`src/sv/utf8_cesu8_codepoint_encoder_assert.svh`:
```
// assertion macros for the code point encoder modules, used by the serializer
`ifndef UTF8_CESU8_CODEPOINT_ENCODER_ASSERT_SVH
`define UTF8_CESU8_CODEPOINT_ENCODER_ASSERT_SVH

// same-cycle implication, disabled while reset is low
`define UCC_ASSERT_SAME(name, clk, rstn, ante, cons, msg) \
    name: assert property (@(posedge clk) disable iff (!(rstn)) (ante) |-> (cons)) \
        else $error(msg);

// next-cycle implication, disabled while reset is low
`define UCC_ASSERT_NEXT(name, clk, rstn, ante, cons, msg) \
    name: assert property (@(posedge clk) disable iff (!(rstn)) (ante) |=> (cons)) \
        else $error(msg);

`endif

```
`src/sv/ucc_pkg.sv`:
```
// shared types and constants for the code point encoder
`default_nettype none

package ucc_pkg;

    localparam int MAX_BYTES = 7;
    localparam int LEN_W     = 3;

    typedef logic [7:0]       byte_t;
    typedef logic [LEN_W-1:0] len_t;

    // encoding scheme selected by the mode register
    typedef enum logic {
        MODE_XUTF8 = 1'b0,
        MODE_CESU8 = 1'b1
    } enc_mode_t;

    // one encoded sequence, lead byte in entry 0
    typedef struct packed {
        byte_t [MAX_BYTES-1:0] bytes;
        len_t                  len;
    } seq_t;

    // lead byte markers, indexed by sequence length minus one
    localparam byte_t LEAD_MARKER [MAX_BYTES] = '{
        8'h00, 8'hc0, 8'he0, 8'hf0, 8'hf8, 8'hfc, 8'hfe
    };

    localparam byte_t CONT_MARKER   = 8'h80;
    localparam byte_t SURR_LEAD     = 8'hed;
    localparam byte_t SURR_HI_MARK  = 8'ha0;
    localparam byte_t SURR_LO_MARK  = 8'hb0;
    localparam logic [19:0] SUPP_BASE = 20'h10000;

endpackage

`default_nettype wire

```
`src/sv/ucc_encode.sv`:
```
// combinational encoder: code point and mode to a byte sequence
`default_nettype none

module ucc_encode
    import ucc_pkg::*;
(
    input  logic [31:0] code_point,
    input  enc_mode_t   mode,
    output seq_t        seq
);

    logic [35:0]       cp_wide;
    byte_t [5:0]       cont;
    len_t              xlen;
    byte_t             lead;
    logic [19:0]       surr;
    logic              supp;

    // extended length by value threshold
    always_comb begin
        priority if (code_point < 32'h80)       xlen = 3'd1;
        else if (code_point < 32'h800)          xlen = 3'd2;
        else if (code_point < 32'h10000)        xlen = 3'd3;
        else if (code_point < 32'h200000)       xlen = 3'd4;
        else if (code_point < 32'h4000000)      xlen = 3'd5;
        else if (code_point < 32'h80000000)     xlen = 3'd6;
        else                                    xlen = 3'd7;
    end

    // continuation bytes, six value bits each, lowest group first
    assign cp_wide = {4'b0000, code_point};
    always_comb begin
        for (int j = 0; j < 6; j++) begin
            cont[j] = CONT_MARKER | {2'b00, cp_wide[6*j +: 6]};
        end
    end

    // lead byte: marker plus the bits left above the continuation bytes
    always_comb begin
        unique case (xlen)
            3'd1:    lead = code_point[7:0];
            3'd2:    lead = LEAD_MARKER[1] | {3'b000, code_point[10:6]};
            3'd3:    lead = LEAD_MARKER[2] | {4'b0000, code_point[15:12]};
            3'd4:    lead = LEAD_MARKER[3] | {5'b00000, code_point[20:18]};
            3'd5:    lead = LEAD_MARKER[4] | {6'b000000, code_point[25:24]};
            3'd6:    lead = LEAD_MARKER[5] | {7'b0000000, code_point[30]};
            3'd7:    lead = LEAD_MARKER[6];
            default: lead = 8'h00;
        endcase
    end

    // surrogate pair source value, only the low 20 bits survive the masks
    assign surr = code_point[19:0] - SUPP_BASE;
    assign supp = (mode == MODE_CESU8) && (code_point >= 32'h10000);

    // assemble the sequence
    always_comb begin
        logic [2:0] idx;
        seq = '0;
        idx = '0;
        if (supp) begin
            seq.len      = 3'd6;
            seq.bytes[0] = SURR_LEAD;
            seq.bytes[1] = SURR_HI_MARK | {4'b0000, surr[19:16]};
            seq.bytes[2] = CONT_MARKER | {2'b00, surr[15:10]};
            seq.bytes[3] = SURR_LEAD;
            seq.bytes[4] = SURR_LO_MARK | {4'b0000, surr[9:6]};
            seq.bytes[5] = CONT_MARKER | {2'b00, surr[5:0]};
        end else begin
            seq.len      = xlen;
            seq.bytes[0] = lead;
            for (int i = 1; i < MAX_BYTES; i++) begin
                idx = xlen - 3'd1 - 3'(i);
                if (3'(i) < xlen) begin
                    seq.bytes[i] = cont[idx];
                end
            end
        end
    end

endmodule

`default_nettype wire

```
`src/sv/ucc_serializer.sv`:
```
// holds one encoded sequence and shifts it out a byte per item
`default_nettype none

module ucc_serializer
    import ucc_pkg::*;
(
    input  logic        aclk,
    input  logic        aresetn,
    input  logic        load_valid,
    input  seq_t        load_seq,
    output logic        load_ready,
    output logic        m_tvalid,
    input  logic        m_tready,
    output logic [7:0]  m_tdata,
    output logic        m_tlast
);

    logic                  seq_valid_reg, seq_valid_next;
    byte_t [MAX_BYTES-1:0] bytes_reg, bytes_next;
    len_t                  remain_reg, remain_next;
    logic                  fire;
    logic                  on_last;

    assign on_last    = (remain_reg == 3'd1);
    assign fire       = seq_valid_reg && m_tready;
    assign load_ready = !seq_valid_reg || (m_tready && on_last);

    // output side straight from the sequence register
    assign m_tvalid = seq_valid_reg;
    assign m_tdata  = bytes_reg[0];
    assign m_tlast  = on_last;

    // load a new sequence, or shift after each byte taken
    always_comb begin
        seq_valid_next = seq_valid_reg;
        bytes_next     = bytes_reg;
        remain_next    = remain_reg;
        if (load_valid && load_ready) begin
            seq_valid_next = 1'b1;
            bytes_next     = load_seq.bytes;
            remain_next    = load_seq.len;
        end else if (fire) begin
            if (on_last) begin
                seq_valid_next = 1'b0;
            end else begin
                bytes_next  = {8'h00, bytes_reg[MAX_BYTES-1:1]};
                remain_next = remain_reg - 3'd1;
            end
        end
    end

    // control state
    always_ff @(posedge aclk) begin
        if (!aresetn) begin
            seq_valid_reg <= 1'b0;
            remain_reg    <= '0;
        end else begin
            seq_valid_reg <= seq_valid_next;
            remain_reg    <= remain_next;
        end
    end

    // byte payload
    always_ff @(posedge aclk) begin
        bytes_reg <= bytes_next;
    end

`include "utf8_cesu8_codepoint_encoder_assert.svh"

    `UCC_ASSERT_SAME(a_remain_nonzero, aclk, aresetn, seq_valid_reg, remain_reg != 3'd0, "held sequence has no bytes left")
    `UCC_ASSERT_NEXT(a_count_down, aclk, aresetn, fire && !on_last, seq_valid_reg && (remain_reg == 3'($past(remain_reg) - 3'd1)), "byte count did not step down")
    `UCC_ASSERT_NEXT(a_load_takes, aclk, aresetn, load_valid && load_ready, seq_valid_reg && (remain_reg == $past(load_seq.len)), "loaded sequence not held")

endmodule

`default_nettype wire

```
`src/sv/utf8_cesu8_codepoint_encoder.sv`:
```
// Code point encoder, extended UTF-8 or CESU-8, one output byte per item.
//
// s_ channel: one 32-bit code point per item. m_ channel: one encoded byte
// per item, lead byte first, m_tlast high on the final byte of a code point.
// cfg channel: encoding mode, 0 extended UTF-8 (1 to 7 bytes), 1 CESU-8
// (1 to 3 bytes, or a 6-byte surrogate pair at and above 0x10000).
// cfg_ready is always high; write the mode only while the block is empty.
//
// Pipeline: a code point passes the input register, then the sequence
// register with encoding between; its bytes leave from the sequence register.
// Throughput: single-byte code points flow at one per cycle while m_tready
// is high; the sequence register shifts out one byte per cycle while m_tready
// is high and sets the rate for longer sequences.
// When m_tready is low the current byte holds and one further code point
// is buffered in the input register before s_tready drops.
// Reset (aresetn low, synchronous) empties both stages and sets mode 0.
`default_nettype none

module utf8_cesu8_codepoint_encoder
    import ucc_pkg::*;
(
    input  logic        aclk,
    input  logic        aresetn,
    // code_point [31:0]
    input  logic [31:0] s_tdata,
    input  logic        s_tvalid,
    output logic        s_tready,
    // out_byte [7:0]
    output logic [7:0]  m_tdata,
    output logic        m_tlast,
    output logic        m_tvalid,
    input  logic        m_tready,
    input  logic        cfg_valid,
    output logic        cfg_ready,
    input  logic        cfg_data
);

    enc_mode_t   mode_reg;
    logic        in_valid_reg, in_valid_next;
    logic [31:0] cp_reg;
    seq_t        enc_seq;
    logic        load_ready;

    // mode register
    assign cfg_ready = 1'b1;
    always_ff @(posedge aclk) begin
        if (!aresetn) begin
            mode_reg <= MODE_XUTF8;
        end else if (cfg_valid) begin
            mode_reg <= enc_mode_t'(cfg_data);
        end
    end

    // input register, freed when the serializer takes its item
    assign s_tready = !in_valid_reg || load_ready;
    always_comb begin
        in_valid_next = in_valid_reg;
        if (s_tvalid && s_tready) begin
            in_valid_next = 1'b1;
        end else if (load_ready) begin
            in_valid_next = 1'b0;
        end
    end

    always_ff @(posedge aclk) begin
        if (!aresetn) begin
            in_valid_reg <= 1'b0;
        end else begin
            in_valid_reg <= in_valid_next;
        end
    end

    always_ff @(posedge aclk) begin
        if (s_tvalid && s_tready) begin
            cp_reg <= s_tdata;
        end
    end

    // encoding between the two registers
    ucc_encode u_encode (
        .code_point (cp_reg),
        .mode       (mode_reg),
        .seq        (enc_seq)
    );

    // sequence register and byte output
    ucc_serializer u_serializer (
        .aclk       (aclk),
        .aresetn    (aresetn),
        .load_valid (in_valid_reg),
        .load_seq   (enc_seq),
        .load_ready (load_ready),
        .m_tvalid   (m_tvalid),
        .m_tready   (m_tready),
        .m_tdata    (m_tdata),
        .m_tlast    (m_tlast)
    );

endmodule

`default_nettype wire

```
`config.mk`:
```
export PLATFORM = sky130hd
export DESIGN_NAME = utf8_cesu8_codepoint_encoder
export DESIGN_NICKNAME = d
export VERILOG_FILES = /design/src/sv/ucc_pkg.sv /design/src/sv/ucc_encode.sv /design/src/sv/ucc_serializer.sv /design/src/sv/utf8_cesu8_codepoint_encoder.sv
export VERILOG_INCLUDE_DIRS = /design/src /design/src/sv
export SDC_FILE = /design/constraint.sdc
export NUM_CORES = 1
export LEC_CHECK = 0
export ABC_AREA = 0
export ABC_CLOCK_PERIOD_IN_PS = 13600
export BUFFER_PORTS_ARGS = -buffer_cell sky130_fd_sc_hd__buf_2
export CAP_MARGIN = 20
export CELL_PAD_IN_SITES_DETAIL_PLACEMENT = 0
export CELL_PAD_IN_SITES_GLOBAL_PLACEMENT = 1
export CORE_MARGIN = 5
export CORE_UTILIZATION = 38
export CTS_BUF_LIST = sky130_fd_sc_hd__clkbuf_4 sky130_fd_sc_hd__clkbuf_8
export CTS_CLUSTER_DIAMETER = 200
export DETAILED_ROUTE_END_ITERATION = 6
export PLACE_DENSITY_LB_ADDON = 0.1
export SETUP_SLACK_MARGIN = 0.2
export SLEW_MARGIN = 20
export SYNTH_ARGS = -nofsm -noshare
export SYNTH_HDL_FRONTEND = slang
export SYNTH_SLANG_ARGS = --single-unit
```
`constraint.sdc`:
```
create_clock -name aclk -period 13.6 [get_ports aclk]
set_input_delay 2.04 -clock aclk [delete_from_list [all_inputs] [get_ports aclk]]
set_output_delay 2.04 -clock aclk [all_outputs]
set_load 0.05 [all_outputs]
```
==> flow_metrics.py, run 1 <==
metrics = {
    "status": {
        "status": "complete, no violations",
    },
    "sta": {
        "finClkSkew_ps": 15.74,
        "fmax_ghz": 0.1839,
        "fin_setup_tns_ps": 0,
        "fin_crit_sh_pct": 39.98,
        "slew_violations": 0,
        "tightest_slew_ps": 1008,
        "min_period_ps": 5437,
        "grt_setup_unrepaired": "false",
        "hold_viol": 0,
        "setup_violations": 0,
        "slew_headroom_pct": 32.65,
    },
    "setup_path": {
        "worstPathMaxFanout": 24,
        "cp-startpoint": "cp_reg[16]$_DFFE_PP_",
        "worstSetupPathType": "flip-flop to flip-flop",
        "critPathCaptureType": "flip-flop",
        "rr_startpoint": "cp_reg[16]$_DFFE_PP_",
        "r2r_cells": 14,
        "cp.required_ps": 13840,
        "cp-start-kind": "flip-flop",
        "setup.worst_path.end": "u_serializer.bytes_reg[16]$_DFFE_PP_",
        "r2r-end": "u_serializer.bytes_reg[16]$_DFFE_PP_",
        "ff2ff_setup_slack_ps": 8160,
        "arrival_ps": 5680,
    },
    "clocking": {
        "ctsLongestPathBuffers": 2,
        "clkTransAtPathRegs_ps": 100,
        "cts_max_level": 3,
        "cts_buffers": 9,
        "insertion_delay_ps": 390,
        "ctsResizeCount": 0,
        "cts_tree": "done",
        "post_cts_buffers": 0,
        "cts_root_buf": "clkbuf_8",
        "ctsHoldBuffers": 0,
        "clock-sinks": 93,
    },
    "global_route": {
        "grt_pass1_wl_mm": 25.60,
        "grt_pass1_vias": 4039,
        "gr-usage-all-layers_pct": 21.05,
        "antenna_found_initial": 0,
        "grt_remaining_overflow": 0,
        "grt_max_degree": 62,
    },
    "cells_and_area": {
        "multi_input_area_um2": 2384,
        "fillCellCount": 1335,
        "diodes": 0,
        "final_area_um2": 5842,
        "largest_reg_flops": 47,
        "ff_latch_area_um2": 2733,
        "fin_cells": 681,
        "final_cell_mix": "edfxtp_1 (87), nand2_1 (61), buf_2 (48), nor2_1 (34), o21ai_0 (28)",
        "final_nets": 547,
        "drive_gt1_share_pct": 20.16,
        "layout_commonest_cell": "edfxtp_1",
        "syn_to_final_growth_pct": 9.267,
    },
    "drt": {
        "wl_per_cell_um": 25.02,
        "routed.top_layer": "met4",
        "wirelength_met1_mm": 8.049,
        "drc_errors": 0,
        "drtPass1Iterations": 5,
        "ant_nets": 0,
        "routed-wl-met3_mm": 1.222,
        "routed_via_density": 6.066,
        "dr_wl_met2_mm": 7.206,
        "routed_wirelength_mm": 17.04,
        "vias": 4131,
        "drt_iter0_markers": 527,
    },
    "yosys": {
        "syn_area_um2": 5346,
        "synth_top_area_share_pct": 48.86,
        "syn-mean-instance-area_um2": 11.40,
        "synth_cells": 469,
        "ys_top_cells_by_area": "edfxtp_1 (49%), mux4_2 (6.3%), nand2_1 (4.3%), mux2i_1 (3.4%), ha_1 (3.0%)",
        "ys_seq_area_share_pct": 51.11,
        "yosysTopAreaCell": "edfxtp_1",
        "syn_nets": 520,
        "ys.flop_type": "edfxtp_1",
        "synth_cell_types": 60,
        "synth_seq_cells": 93,
        "yosysWarnings": 0,
        "synth_edf_count": 87,
        "synthArstFlopShare_pct": 0,
    },
    "pwr": {
        "power_switching_mw": 0.2037,
        "p_int_mw": 0.4568,
        "leakage_nw": 2.119,
        "clkPwrFrac_pct": 25.7,
        "ir_worst_vdd_mv": 0.04828,
        "combPwrFrac_pct": 18.7,
        "powerDensity_nw_per_um2": 113.1,
        "sw_frac_of_total_pct": 30.84,
        "power_mw": 0.6604,
        "p_seq_share_pct": 55.6,
    },
    "placed_design": {
        "finalWeightedCongestion": 0.8991,
        "dpl-instance-area_um2": 5678,
        "dp_hpwl_mm": 12.23,
        "numPlacedInstances": 665,
        "io_buffers": 48,
    },
    "floorplan": {
        "std_cell_rows": 43,
        "core_um2": 13830,
        "design.die.area_um2": 16540,
        "pin_count": 50,
        "dieWidth_um": 128.6,
        "initial_core_util_pct": 38.67,
        "die_h_um": 128.6,
    },
    "min_path": {
        "min_path_type": "flip-flop to flip-flop",
    },
    "flow_run": {
        "drv_cap": 0,
    },
}
-- metrics by stage --
stage,util [%],worst slack [ps],hold WS [ps]
2_1_floorplan,-,8049,490.8
3_3_place_gp,41.06,8201,501.4
3_5_place_dp,41.06,8285,502.9
4_1_cts,42.25,8235,530.4
5_1_grt,42.25,7819,539.0
6_report,42.25,8163,524.9
-- layout make-up --
type	instances	share of cell area, %
sequential	93	46.78
multi-input combinational	325	40.80
timing repair buffer	54	4.883
tap	180	3.855
clock buffer	9	2.120
inverter	13	0.8781
clock inverter	7	0.6854
-- critical path, cell delays in order (launching register included) --
cell	delay, ps
edfxtp_1	510
inv_1	150
ha_1	190
nor3b_1	760
nand2_1	140
or3_1	380
nand3_1	250
nand2_1	230
ha_1	330
buf_4	330
inv_2	290
ha_1	540
nor4_1	900
nand2_1	140
o211ai_1	140
-- cells by family (layout without fill, tap and decap cells) --
kind of cell / after synthesis / after routing / share of synthesized area (%)
XOR/XNOR: 6 / 6 / 1.240
flip-flops: 93 / 93 / 51.11
AND/OR/NAND/NOR: 149 / 149 / 13.48
AO/OA/AOI/OAI: 119 / 119 / 15.80
multiplexers: 36 / 36 / 10.32
other: 2 / 2 / 0.1405
buffers and inverters: 51 / 83 / 4.868
adder cells (fa/ha/maj): 13 / 13 / 3.042
-- how the worst min path moves through the flow --
stage,slack [ps],depth (start not counted),start,endpoint
2_1_floorplan,490,2,u_serializer.bytes_reg[23]$_DFFE_PP_,u_serializer.bytes_reg[15]$_DFFE_PP_
3_3_place_gp,500,1,u_serializer.bytes_reg[46]$_DFFE_PP_,u_serializer.bytes_reg[38]$_DFFE_PP_
3_5_place_dp,500,2,u_serializer.bytes_reg[23]$_DFFE_PP_,u_serializer.bytes_reg[15]$_DFFE_PP_
4_1_cts,530,2,u_serializer.bytes_reg[23]$_DFFE_PP_,u_serializer.bytes_reg[15]$_DFFE_PP_
5_1_grt,540,1,u_serializer.bytes_reg[30]$_DFFE_PP_,u_serializer.bytes_reg[22]$_DFFE_PP_
6_report,520,2,u_serializer.bytes_reg[23]$_DFFE_PP_,u_serializer.bytes_reg[15]$_DFFE_PP_
-- power groups by stage --
stage	registers (mW)	logic (mW)	clock network (mW)
final	0.367	0.123	0.170
after global placement	0.373	0.124	0
after global routing	0.370	0.133	0.187
after floorplan	0.366	0.0903	0
after CTS	0.367	0.123	0.173
after detailed placement	0.373	0.122	0
-- synthesized netlist by cell type, types with 3 or more instances --
| library cell | n |
|---|---|
| edfxtp_1 | 87 |
| nand2_1 | 61 |
| nor2_1 | 34 |
| o21ai_0 | 28 |
| a21oi_1 | 25 |
| clkbuf_1 | 18 |
| mux2i_1 | 18 |
| mux4_2 | 15 |
| a221o_1 | 14 |
| ha_1 | 13 |
| inv_1 | 10 |
| nand3_1 | 10 |
| buf_4 | 9 |
| a31oi_1 | 7 |
| nor3_1 | 7 |
| a221oi_1 | 6 |
| a32o_1 | 6 |
| and3_1 | 6 |
| dfxtp_1 | 6 |
| buf_1 | 5 |
| o21a_1 | 5 |
| xnor2_1 | 5 |
| a22oi_1 | 4 |
| and2_1 | 4 |
| buf_6 | 4 |
| nor2b_1 | 4 |
| nor4_1 | 4 |
| a21o_1 | 3 |
| and4_1 | 3 |
| mux2_2 | 3 |
| o211ai_1 | 3 |
| or4_1 | 3 |
-- per-layer routing --
| layer | global-route usage, % | vias to the layer above |
|---|---|---|
| met1 | 32.03 | 2025 |
| met3 | 4.068 | 41 |
| met2 | 29.73 | 211 |
| met4 | 7.659 | 0 |
| met5 | 0 | - |
| li1 | - | 1854 |
Note: power is estimated with default switching activity, not from simulation.
==> inputs of run 2 (changes only) <==
ABC_CLOCK_PERIOD_IN_PS = 4900   (was 13600)
clock period = 4.9 ns   (was 13.6 ns; I/O delays follow)
==> run 2 against run 1 <==
Global-route usage down 0.31 points. Fmax up 25%. Critical path depth down 3. Flip-flop and latch count unchanged. Clock skew up 2.1 ps. Worst hold slack worse by 2.5 ps. Design area up 2.2%. Clock-buffer cell count unchanged. Power rose to 2.9 times the previous value. Utilization up 0.91 points. Sequential share of layout area down 0.99 points. First-iteration DRC count down 19%. Critical path type unchanged. Critical endpoint is now u_serializer.bytes_reg[18]$_DFFE_PP_. Largest cell class unchanged.
==> flow_metrics.py, run 2 (synthesized netlist as in run 1, its figures left out) <==
metrics = {
    "status": {
        "status": "complete, no violations",
    },
    "pwr": {
        "power_mw": 1.905,
        "combPwrFrac_pct": 18.3,
        "p_int_mw": 1.332,
        "clkPwrFrac_pct": 28.1,
        "p_seq_share_pct": 53.6,
        "sw_frac_of_total_pct": 30.05,
        "leakage_nw": 2.188,
        "ir_worst_vdd_mv": 0.1628,
        "powerDensity_nw_per_um2": 319.1,
        "power_switching_mw": 0.5723,
    },
    "drt": {
        "routed_via_density": 5.954,
        "drc_errors": 0,
        "dr_wl_met2_mm": 7.392,
        "routed_wirelength_mm": 16.65,
        "routed-wl-met3_mm": 1.204,
        "routed.top_layer": "met4",
        "wirelength_met1_mm": 7.683,
        "drt_iter0_markers": 428,
        "ant_nets": 0,
        "wl_per_cell_um": 24.09,
        "vias": 4114,
        "drtPass1Iterations": 5,
    },
    "clocking": {
        "insertion_delay_ps": 390,
        "clock-sinks": 93,
        "ctsLongestPathBuffers": 2,
        "cts_tree": "done",
        "clkTransAtPathRegs_ps": 110,
        "post_cts_buffers": 0,
        "cts_buffers": 9,
        "cts_max_level": 3,
        "cts_root_buf": "clkbuf_8",
    },
    "floorplan": {
        "pin_count": 50,
        "die_h_um": 128.6,
        "core_um2": 13830,
        "design.die.area_um2": 16540,
        "dieWidth_um": 128.6,
        "initial_core_util_pct": 38.67,
        "std_cell_rows": 43,
    },
    "setup_path": {
        "r2r-end": "u_serializer.bytes_reg[18]$_DFFE_PP_",
        "worstPathMaxFanout": 15,
        "ff2ff_setup_slack_ps": 570,
        "critPathCaptureType": "flip-flop",
        "cp-startpoint": "cp_reg[28]$_DFFE_PP_",
        "arrival_ps": 4470,
        "worstSetupPathType": "flip-flop to flip-flop",
        "r2r_cells": 11,
        "rr_startpoint": "cp_reg[28]$_DFFE_PP_",
        "cp-start-kind": "flip-flop",
        "setup.worst_path.end": "u_serializer.bytes_reg[18]$_DFFE_PP_",
        "cp.required_ps": 5030,
    },
    "sta": {
        "hold_viol": 0,
        "finClkSkew_ps": 17.82,
        "fin_setup_tns_ps": 0,
        "tightest_slew_ps": 1016,
        "slew_headroom_pct": 32.09,
        "fmax_ghz": 0.2307,
        "grt_setup_unrepaired": "false",
        "fin_crit_sh_pct": 88.45,
        "setup_violations": 0,
        "min_period_ps": 4334,
        "slew_violations": 0,
    },
    "placed_design": {
        "numPlacedInstances": 675,
        "dp_hpwl_mm": 12.09,
        "io_buffers": 48,
        "finalWeightedCongestion": 0.9418,
    },
    "flow_run": {
        "drv_cap": 0,
    },
    "min_path": {
        "min_path_type": "input port to flip-flop",
    },
    "global_route": {
        "antenna_found_initial": 0,
        "grt_remaining_overflow": 0,
        "gr-usage-all-layers_pct": 20.74,
        "grt_pass1_vias": 3939,
        "grt_pass1_wl_mm": 25.20,
        "grt_max_degree": 37,
    },
    "cells_and_area": {
        "layout_commonest_cell": "edfxtp_1",
        "syn_to_final_growth_pct": 11.63,
        "final_nets": 557,
        "largest_reg_flops": 47,
        "fin_cells": 691,
        "drive_gt1_share_pct": 22.11,
        "final_cell_mix": "edfxtp_1 (87), nand2_1 (61), buf_2 (48), nor2_1 (34), o21ai_0 (28)",
        "diodes": 0,
    },
}
run 2: power groups by stage:
stage / Combinational (mW) / Sequential (mW) / Clock [mW]
5_1_grt: 0.378 / 1.03 / 0.582
4_1_cts: 0.348 / 1.02 / 0.550
3_5_place_dp: 0.347 / 1.04 / 0
3_3_place_gp: 0.349 / 1.04 / 0
2_1_floorplan: 0.251 / 1.02 / 0
6_report: 0.349 / 1.02 / 0.535
run 2: worst min path at each step:
stage,depth (start not counted),endpoint,slack [ps],startpoint
after global placement,2,u_serializer.bytes_reg[15]$_DFFE_PP_,500,u_serializer.bytes_reg[23]$_DFFE_PP_
after detailed placement,1,u_serializer.bytes_reg[22]$_DFFE_PP_,500,u_serializer.bytes_reg[30]$_DFFE_PP_
final,1,cp_reg[30]$_DFFE_PP_,520,s_tdata[30]
after CTS,1,cp_reg[11]$_DFFE_PP_,500,s_tdata[11]
after floorplan,2,u_serializer.bytes_reg[15]$_DFFE_PP_,490,u_serializer.bytes_reg[23]$_DFFE_PP_
after global routing,1,cp_reg[9]$_DFFE_PP_,500,s_tdata[9]
run 2: repair_timing:
| item | CTS | global route |
|---|---|---|
| hold buffers | 0 | 0 |
| resized for setup | 0 | 1 |
| setup endpoints to repair | 0 | 2 |
run 2: critical path: stages, from the launching register on:
cell,delay [ps]
edfxtp_1,500
nor4_1,570
nand4_1,260
or3_1,420
nand3_1,150
nand2_1,190
ha_1,530
inv_2,250
ha_1,590
nor4_1,110
buf_4,180
a221o_1,320
run 2: per-layer routing:
metal  global-route usage, %  vias to the layer above
met5                       0                        -
met4                   7.412                        0
met3                   4.525                       21
met2                   30.06                      181
met1                   30.58                     2038
li1                        -                     1874
run 2: through the flow:
step	cell area, um2	setup slack [ps]	hold slack, ps	util (%)
3_3_place_gp	5766	639.6	501.9	41.70
3_5_place_dp	5766	478.2	504.1	41.70
4_1_cts	5963	462.0	501.5	43.13
2_1_floorplan	5346	329.6	490.8	-
5_1_grt	5968	365.8	497.0	43.16
6_report	5968	565.9	522.3	43.16
run 2: area by class of cell:
type,count,area [um2]
repair buffers,64,372.9
inverters,13,51.30
multi-input cells,325,2389
clock inverters,7,73.82
well taps,180,225.2
clock buffers,9,123.9
flip-flops and latches,93,2733
fillers,1329,7859
